--- config.mk ---
export PLATFORM = sky130hd
export DESIGN_NAME = keyboard_port_controller
export DESIGN_NICKNAME = d
export VERILOG_FILES = /design/src/design/kpc_pkg.sv /design/src/design/kpc_scan_queue.sv /design/src/design/keyboard_port_controller.sv
export SDC_FILE = /design/constraint.sdc
export NUM_CORES = 1
export LEC_CHECK = 0
export ABC_CLOCK_PERIOD_IN_PS = 7300
export BUFFER_PORTS_ARGS = -buffer_cell sky130_fd_sc_hd__buf_4
export CAP_MARGIN = 20
export CORE_MARGIN = 1.5
export CORE_UTILIZATION = 25
export CTS_CLUSTER_DIAMETER = 150
export DETAILED_ROUTE_END_ITERATION = 16
export GPL_ROUTABILITY_DRIVEN = 0
export PLACE_DENSITY_LB_ADDON = 0.25
export REMOVE_ABC_BUFFERS = 1
export SETUP_SLACK_MARGIN = 0.1
export SLEW_MARGIN = 20
export SYNTH_ARGS = -nofsm -noshare
export SYNTH_HDL_FRONTEND = slang
export SYNTH_SLANG_ARGS = --single-unit
--- constraint.sdc ---
create_clock -name i_clk -period 7.3 [get_ports i_clk]
set_input_delay 0.365 -clock i_clk [delete_from_list [all_inputs] [get_ports i_clk]]
set_output_delay 0.365 -clock i_clk [all_outputs]
set_load 0.02 [all_outputs]
--- src/design/kpc_pkg.sv ---
// Package with shared types and constants for the keyboard port controller.
package kpc_pkg;

    localparam int unsigned QUEUE_DEPTH_DEF = 16;

    // Item kinds.
    localparam logic [1:0] OP_BUS_READ  = 2'd0;
    localparam logic [1:0] OP_BUS_WRITE = 2'd1;
    localparam logic [1:0] OP_KEY_EVENT = 2'd2;
    localparam logic [1:0] OP_TICK      = 2'd3;

    // Port offsets from 0x60.
    localparam logic [2:0] OFF_DATA    = 3'd0;
    localparam logic [2:0] OFF_PORT_B  = 3'd1;
    localparam logic [2:0] OFF_MEM_SW  = 3'd2;
    localparam logic [2:0] OFF_STATUS  = 3'd4;

    // Configuration register indexes.
    localparam logic CFG_RAM_SIZE = 1'b0;
    localparam logic CFG_DISPLAY  = 1'b1;

    localparam logic [9:0] RAM_SIZE_RESET = 10'd256;
    localparam logic [7:0] DISPLAY_RESET  = 8'h10;

    localparam logic [7:0] CMD_ID_REQUEST = 8'h05;
    localparam logic [7:0] ID_RESPONSE    = 8'h82;
    localparam logic [7:0] SELF_TEST_OK   = 8'hAA;
    localparam logic [7:0] UNMAPPED_BYTE  = 8'hFF;

    // Port B bit positions.
    localparam int unsigned PB_SPEAKER = 0;
    localparam int unsigned PB_MEM_SEL = 2;
    localparam int unsigned PB_KBD_CLK = 6;
    localparam int unsigned PB_ACK     = 7;

    typedef struct packed {
        logic [1:0] op;
        logic [2:0] port_offset;
        logic [7:0] write_data;
        logic       debug_access;
        logic [6:0] key_scan;
        logic       key_pressed;
    } t_kpc_in;

    typedef struct packed {
        logic [7:0] read_data;
        logic       status;
        logic       irq_level;
        logic       speaker_gate;
    } t_kpc_out;

    // Commands from the controller to the scan queue.
    typedef struct packed {
        logic       flush;
        logic       push;
        logic [7:0] push_data;
        logic       rd_req;
        logic       pop;
    } t_kpc_qcmd;

    typedef struct packed {
        logic       empty;
        logic       full;
        logic [7:0] rd_data;
    } t_kpc_qstat;

endpackage

--- src/design/kpc_scan_queue.sv ---
// Circular scancode queue: one synchronous RAM plus head and tail pointers.
module kpc_scan_queue #(
    parameter int unsigned QUEUE_DEPTH = kpc_pkg::QUEUE_DEPTH_DEF
) (
    input  logic               i_clk,
    input  logic               i_rst_n,
    input  kpc_pkg::t_kpc_qcmd i_cmd,
    output kpc_pkg::t_kpc_qstat o_stat
);

    localparam int unsigned AW = (QUEUE_DEPTH > 2) ? $clog2(QUEUE_DEPTH) : 1;
    localparam logic [AW-1:0] LAST = AW'(QUEUE_DEPTH - 1);

    logic [7:0]    mem [QUEUE_DEPTH];
    logic [7:0]    r_rd_data;
    logic [AW-1:0] r_head;
    logic [AW-1:0] r_tail;
    logic [AW-1:0] n_head;
    logic [AW-1:0] n_tail;
    logic [AW-1:0] tail_next;
    logic [AW-1:0] head_next;
    logic [AW-1:0] wr_addr;

    assign tail_next = (r_tail == LAST) ? '0 : r_tail + AW'(1);
    assign head_next = (r_head == LAST) ? '0 : r_head + AW'(1);
    // A flush restarts the queue and places its byte in slot zero.
    assign wr_addr   = i_cmd.flush ? '0 : r_tail;

    always_comb begin
        n_head = r_head;
        n_tail = r_tail;
        if (i_cmd.flush) begin
            n_head = '0;
            n_tail = AW'(1);
        end else begin
            if (i_cmd.push) begin
                n_tail = tail_next;
            end
            if (i_cmd.pop) begin
                n_head = head_next;
            end
        end
    end

    always_ff @(posedge i_clk) begin
        if (!i_rst_n) begin
            r_head <= '0;
            r_tail <= '0;
        end else begin
            r_head <= n_head;
            r_tail <= n_tail;
        end
    end

    always_ff @(posedge i_clk) begin
        if (i_cmd.flush || i_cmd.push) begin
            mem[wr_addr] <= i_cmd.push_data;
        end
        if (i_cmd.rd_req) begin
            r_rd_data <= mem[r_head];
        end
    end

    assign o_stat.empty   = (r_head == r_tail);
    assign o_stat.full    = (tail_next == r_head);
    assign o_stat.rd_data = r_rd_data;

endmodule

--- src/design/keyboard_port_controller.sv ---
// Top level of the XT-style keyboard and board-switch port controller.
// A result is registered in the cycle after its input transfer; a tick that delivers
// a key goes through S_FETCH first, since the queue head is read from the scan RAM.
// Throughput: one item per cycle unless the output stalls, except a delivering tick,
// which holds input in S_FETCH while the RAM read completes. Reset is synchronous and
// active low; it clears pointers, latch, port B and flags; the scan RAM is not cleared.
module keyboard_port_controller #(
    parameter int unsigned QUEUE_DEPTH = kpc_pkg::QUEUE_DEPTH_DEF
) (
    input  logic              i_clk,
    input  logic              i_rst_n,
    input  logic              i_in_valid,
    output logic              o_in_ready,
    input  kpc_pkg::t_kpc_in  i_in_data,
    output logic              o_out_valid,
    input  logic              i_out_ready,
    output kpc_pkg::t_kpc_out o_out_data,
    input  logic              i_cfg_we,
    input  logic              i_cfg_index,
    input  logic [9:0]        i_cfg_data
);

    localparam logic S_IDLE  = 1'b0;
    localparam logic S_FETCH = 1'b1;

    logic              r_state, n_state;
    logic [9:0]        r_ram_size;
    logic [7:0]        r_display;
    logic [7:0]        r_latch, n_latch;
    logic              r_latch_full, n_latch_full;
    logic [7:0]        r_port_b, n_port_b;
    logic              r_pending, n_pending;
    logic              r_armed, n_armed;
    logic              r_irq, n_irq;
    logic              r_out_valid;
    kpc_pkg::t_kpc_out r_out, n_out;
    logic              produce;
    logic              in_xfer;
    logic [8:0]        mem_code;
    logic [7:0]        mem_x;
    logic [7:0]        switch_byte;
    logic [7:0]        key_byte;
    kpc_pkg::t_kpc_qcmd  q_cmd;
    kpc_pkg::t_kpc_qstat q_stat;

    kpc_scan_queue #(
        .QUEUE_DEPTH(QUEUE_DEPTH)
    ) u_queue (
        .i_clk  (i_clk),
        .i_rst_n(i_rst_n),
        .i_cmd  (q_cmd),
        .o_stat (q_stat)
    );

    // Memory size code wraps to all ones below 16 KiB.
    assign mem_code    = {3'b000, r_ram_size[9:4]} - 9'd1;
    assign mem_x       = mem_code[8:1];
    assign switch_byte = r_display | {5'b00000, mem_code[0], 2'b00};
    assign key_byte    = {~i_in_data.key_pressed, i_in_data.key_scan};

    assign o_in_ready = (r_state == S_IDLE) && (!r_out_valid || i_out_ready);
    assign in_xfer    = i_in_valid && o_in_ready;

    always_comb begin
        n_state      = r_state;
        n_latch      = r_latch;
        n_latch_full = r_latch_full;
        n_port_b     = r_port_b;
        n_pending    = r_pending;
        n_armed      = r_armed;
        n_irq        = r_irq;
        n_out        = '0;
        produce      = 1'b0;
        q_cmd        = '0;
        if (r_state == S_FETCH) begin
            // The head byte is now out of the RAM.
            q_cmd.pop    = 1'b1;
            n_latch      = q_stat.rd_data;
            n_latch_full = 1'b1;
            n_irq        = 1'b1;
            n_state      = S_IDLE;
            produce      = 1'b1;
        end else if (in_xfer) begin
            produce = 1'b1;
            unique case (i_in_data.op)
                kpc_pkg::OP_BUS_READ: begin
                    unique case (i_in_data.port_offset)
                        kpc_pkg::OFF_DATA: begin
                            if (r_pending) begin
                                n_out.read_data = kpc_pkg::ID_RESPONSE;
                                if (!i_in_data.debug_access) begin
                                    n_pending = 1'b0;
                                end
                            end else if (r_port_b[kpc_pkg::PB_ACK]) begin
                                n_out.read_data = switch_byte;
                            end else begin
                                n_out.read_data = r_latch;
                            end
                        end
                        kpc_pkg::OFF_PORT_B: n_out.read_data = r_port_b;
                        kpc_pkg::OFF_MEM_SW: begin
                            n_out.read_data = r_port_b[kpc_pkg::PB_MEM_SEL]
                                ? {4'h0, mem_x[3:0]} : {4'h0, mem_x[7:4]};
                        end
                        kpc_pkg::OFF_STATUS:
                            n_out.read_data = {7'd0, r_pending || r_latch_full};
                        default: n_out.read_data = kpc_pkg::UNMAPPED_BYTE;
                    endcase
                end
                kpc_pkg::OP_BUS_WRITE: begin
                    if (i_in_data.port_offset == kpc_pkg::OFF_DATA) begin
                        if (i_in_data.write_data == kpc_pkg::CMD_ID_REQUEST) begin
                            n_pending = 1'b1;
                        end
                    end else if (i_in_data.port_offset == kpc_pkg::OFF_PORT_B) begin
                        // Rising keyboard clock enable is the keyboard reset handshake.
                        if (!r_port_b[kpc_pkg::PB_KBD_CLK]
                            && i_in_data.write_data[kpc_pkg::PB_KBD_CLK]) begin
                            q_cmd.flush     = 1'b1;
                            q_cmd.push_data = kpc_pkg::SELF_TEST_OK;
                            n_latch_full    = 1'b0;
                            n_irq           = 1'b0;
                        end
                        if (i_in_data.write_data[kpc_pkg::PB_ACK]) begin
                            n_latch_full = 1'b0;
                            n_irq        = 1'b0;
                        end
                        n_port_b = i_in_data.write_data;
                        if (!r_armed && !n_latch_full
                            && i_in_data.write_data[kpc_pkg::PB_KBD_CLK]
                            && (q_cmd.flush || !q_stat.empty)) begin
                            n_armed = 1'b1;
                        end
                    end
                end
                kpc_pkg::OP_KEY_EVENT: begin
                    if (q_stat.full) begin
                        n_out.status = 1'b1;
                    end else begin
                        q_cmd.push      = 1'b1;
                        q_cmd.push_data = key_byte;
                        if (!r_latch_full && r_port_b[kpc_pkg::PB_KBD_CLK]) begin
                            n_armed = 1'b1;
                        end
                    end
                end
                default: begin
                    if (r_armed) begin
                        n_armed = 1'b0;
                        if (r_port_b[kpc_pkg::PB_KBD_CLK] && !r_latch_full
                            && !q_stat.empty) begin
                            q_cmd.rd_req = 1'b1;
                            n_state      = S_FETCH;
                            produce      = 1'b0;
                        end
                    end
                end
            endcase
        end
        n_out.irq_level    = n_irq;
        n_out.speaker_gate = n_port_b[kpc_pkg::PB_SPEAKER];
    end

    always_ff @(posedge i_clk) begin
        if (!i_rst_n) begin
            r_state      <= S_IDLE;
            r_ram_size   <= kpc_pkg::RAM_SIZE_RESET;
            r_display    <= kpc_pkg::DISPLAY_RESET;
            r_latch      <= '0;
            r_latch_full <= 1'b0;
            r_port_b     <= '0;
            r_pending    <= 1'b0;
            r_armed      <= 1'b0;
            r_irq        <= 1'b0;
            r_out_valid  <= 1'b0;
        end else begin
            r_state      <= n_state;
            r_latch      <= n_latch;
            r_latch_full <= n_latch_full;
            r_port_b     <= n_port_b;
            r_pending    <= n_pending;
            r_armed      <= n_armed;
            r_irq        <= n_irq;
            if (produce) begin
                r_out_valid <= 1'b1;
            end else if (i_out_ready) begin
                r_out_valid <= 1'b0;
            end
            if (i_cfg_we) begin
                unique case (i_cfg_index)
                    kpc_pkg::CFG_RAM_SIZE: r_ram_size <= i_cfg_data;
                    default:               r_display  <= i_cfg_data[7:0];
                endcase
            end
        end
    end

    always_ff @(posedge i_clk) begin
        if (produce) begin
            r_out <= n_out;
        end
    end

    assign o_out_valid = r_out_valid;
    assign o_out_data  = r_out;

    // The output register is always free while a queue read is outstanding.
    a_fetch_out_free: assert property (@(posedge i_clk) disable iff (!i_rst_n)
        r_state == S_FETCH |-> !r_out_valid)
        else $error("result pending during queue fetch");

    a_fetch_one_cycle: assert property (@(posedge i_clk) disable iff (!i_rst_n)
        r_state == S_FETCH |=> r_state == S_IDLE && r_latch_full && r_out_valid)
        else $error("queue fetch did not complete a delivery");

    a_irq_needs_latch: assert property (@(posedge i_clk) disable iff (!i_rst_n)
        r_irq |-> r_latch_full)
        else $error("IRQ1 raised with an empty key latch");

endmodule
==> summary by stage <==
Synth
The cell area after synthesis is 0.008227 sq mm. The proportion of netlist area held by the largest area contributor is 53.66%. Sorting the synthesized cells by how often they occur yields 147 x sky130_fd_sc_hd__edfxtp_1, 50 x sky130_fd_sc_hd__nor2_1, 44 x sky130_fd_sc_hd__dfxtp_1. The share of synthesized flip-flops with an asynchronous set or reset is 0%. After synthesis the netlist holds a flip-flop and latch count of 191. Yosys printed 0 warnings. The average cell area after synthesis is 14.26 sq um. The most frequent cell after synthesis is sky130_fd_sc_hd__edfxtp_1. Ranked by total cell area, the synthesized netlist is headed by sky130_fd_sc_hd__edfxtp_1 54%, sky130_fd_sc_hd__dfxtp_1 11%, sky130_fd_sc_hd__mux4_2 8.8%. In the synthesized netlist the dominant register cell turns out to be sky130_fd_sc_hd__edfxtp_1. The number of different library cells used by synthesis comes to 59. In this run, synthesis inferred 147 flip-flops with an integrated enable. Sequential elements use 64.37% of the synthesized area. Of all cell types, the one taking the most synthesized area is sky130_fd_sc_hd__edfxtp_1. The synthesized instance count is 577.

Worst setup path
For the worst setup path, the data arrival time is 3.40 ns. Of all nets on the critical path, the largest fanout is 19. The minimum setup slack among reg-to-reg paths is 3.96 ns.

The maximum cell stage delay along the critical path is 0.75 ns. The setup path with the least slack is of type flip-flop to flip-flop. Among all stages on the critical path, the largest delay is contributed by sky130_fd_sc_hd__a211oi_1. Traced cell by cell, the critical path runs through a211oi_1, nand2_1, a21oi_4, nand4b_1, nor2_1. The required time of the critical path is 7.36 ns. STA classifies the critical path startpoint as a flip-flop. The worst setup path is captured at a flip-flop.

Die
The die footprint is 0.03400 sq mm. The die is 184.4 um wide. The cell row count is 66.

From bottom edge to top edge, the die measures 184.4 um. The region available for standard cell placement spans 0.03245 sq mm. The initial utilization of the core area, before any placement, comes to 25.35%. 51 I/O pins were placed.

Layout
Of the cells placed in the final design, the portion with a size suffix greater than 1 is 22.59%. The synthesis-to-finish area growth is 17.38%. The number of fillers in the final layout is 3268. The net count reported at finish is 665. Once layout is complete, the cells apart from fillers number 1075. The number of antenna diodes in the final layout is 0. The final core utilization is 29.76%.

Place
After detailed placement, the design holds a cell count of 1041. The number of port buffers is 50. The HPWL after detailed placement is 13930 um.

Clock network
After clock tree synthesis, the clock-pin slew on the worst setup and hold paths is 0.08 ns. The clock tree from TritonCTS is yes. The clock reaches the later pin of the worst-skew pair after 0.44 ns. The number of post-CTS setup repair buffers is 0. The clock passes through at most 2 buffers. The tree is rooted in a sky130_fd_sc_hd__clkbuf_16.

The number of hold buffers added after CTS is 0. The clock drives 191 sinks. The level count of the clock H-tree is 4.

The number of buffers added by the clock tree synthesis step is 17. Post-CTS repair changed the size of 0 cells.

STA
The final number of hold-violating endpoints is 0. Hold timing on the final database bottoms out at a slack of 0.1365 ns. Setup repair after global routing left no endpoint under its margin.

The post-route minimum period is 3.343 ns. Of the available clock period, the critical path in the final layout requires 45.80%. Headroom to the max-slew limit came out at 40.51%.

The setup TNS is 0 ns. Derived from the worst setup path, the maximum achievable clock frequency is 299.1 MHz. Setup violations remaining at the end of the flow were counted as 0. For the pin with the worst max-slew slack, the measured transition is 0.8863 ns. The clock arrives with 0.01412 ns of skew. The final count of pins violating max slew is 0.

Drt
The count of antenna-violating nets left after detailed routing is 0. The DRC violations left is 0. In the final routed layout, each cell accounts on average for 18.39 um. The first-pass detailed-route iteration total is 5. The total wirelength of the detailed-routed design is 19770 um. After the first detailed-routing iteration, the DRC count stood at 404. The total number of vias is 4913. Using the TritonRoute via totals, the vias-per-cell ratio works out to 4.570.

Power and ir drop
The analysis attributes to cell leakage a power of 3.146 nW. In this run the power density over the cells is 229.1 mW/mm^2. The worst-case IR drop observed on VDD is 0.1080 mV.

GRT
The met3 usage is 2.786%. Global routing consumed, over all layers together, 12.08% of the routing resources. For met1 alone, demand over resource in global routing was 16.56%. The total grt overflow is 0. The pin count of the biggest net entering global routing is 40. The global-route wire length before repair is 30220 um. The number of antenna violations at the first check in global routing was 2. In the global route stage, met2 resource usage came out at 18.91%. The layer flagged by global routing as most heavily used is met2.

The via count of the first global-routing pass is 4915.

Status
The flow ran to the end, and the final reports show no timing, DRC or antenna violations.

Min path
The worst hold path class is input pin to flip-flop.

Flow run
The max-cap check violation count is 0.
## layout by cell type, fill, tap and decap left out, types with 15 or more instances in the layout
cell	n
sky130_fd_sc_hd__edfxtp_1	147
sky130_fd_sc_hd__buf_4	57
sky130_fd_sc_hd__nor2_1	50
sky130_fd_sc_hd__dfxtp_1	43
sky130_fd_sc_hd__nand2_1	41
sky130_fd_sc_hd__mux2i_1	33
sky130_fd_sc_hd__mux4_2	32
sky130_fd_sc_hd__a21oi_1	27
sky130_fd_sc_hd__clkbuf_16	17
sky130_fd_sc_hd__nand3_1	15
sky130_fd_sc_hd__o21ai_0	15
## flip-flops by register name, indices dropped and copies added (netlist names), 4 cells and up
name / flops
u_queue.r_rd_data: 8
u_queue.mem: 128
r_latch: 8
u_queue.r_head: 4
u_queue.r_tail: 4
r_display: 8
r_ram_size: 6
o_out_data: 11
r_port_b: 8
## cell type report
cell class | count | area, sq um | share of cell area (%)
Timing Repair Buffer | 59 | 447.9 | 4.639
Inverter | 10 | 37.54 | 0.3887
Tap cell | 442 | 553.0 | 5.727
Multi-Input combinational cell | 341 | 2708 | 28.04
Clock buffer | 17 | 425.4 | 4.405
Sequential cell | 191 | 5296 | 54.85
Clock inverter | 15 | 188.9 | 1.956
## worst max-delay path, delay by kind of cell, from the launching register on
| kind | cells | cell delay, ns |
|---|---|---|
| simple gates | 3 | 1.32 |
| compound gates | 2 | 1.07 |
| flops | 1 | 0.59 |
## report_power, final
group / switching (W) / internal (W)
logic: 0.0000586 / 0.0000406
clock network: 0.000470 / 0.000466
registers: 0.00000733 / 0.00117
## metal layers
metal	vias up	part of all wire (%)
met4	0	1.8
met3	26	6.0
met5	-	0
met2	153	46
li1	2264	-
met1	2470	46
## path summary, 6_finish.rpt
| path | startpoint | end | cells past startpoint |
|---|---|---|---|
| worst min register to register | r_display[0] | r_display[0] | 2 |
| worst min-delay path | i_cfg_data[8] | r_ram_size[8] | 3 |
| worst max register to register | r_state | u_queue.mem[12][7] | 5 |
| worst max-delay path | r_state | u_queue.mem[12][7] | 5 |
## per-stage QoR
step	setup WS [ns]	power (W)	area, sq um
2_1_floorplan	3.790	0.001249	8040
3_3_place_gp	4.091	0.001300	9022
3_5_place_dp	3.972	0.001301	9022
4_1_cts	3.911	0.002231	9637
5_1_grt	3.673	0.002281	9657
6_report	3.957	0.002213	9657
## logic make-up (layout without fill, tap and decap cells)
family                     Yosys count  after routing  share of synthesized area (%)
buffers and inverters               45            101                          2.722
and+or+nand+nor                    162            162                          9.703
adders and majority gates            7              7                          1.065
AOI/OAI and AO/OA                   87             87                          6.966
xor gates and xnor gates            14             14                          1.582
muxes                               71             71                          13.60
DFF                                191            191                          64.36
Power figures use the tool's default switching activity.
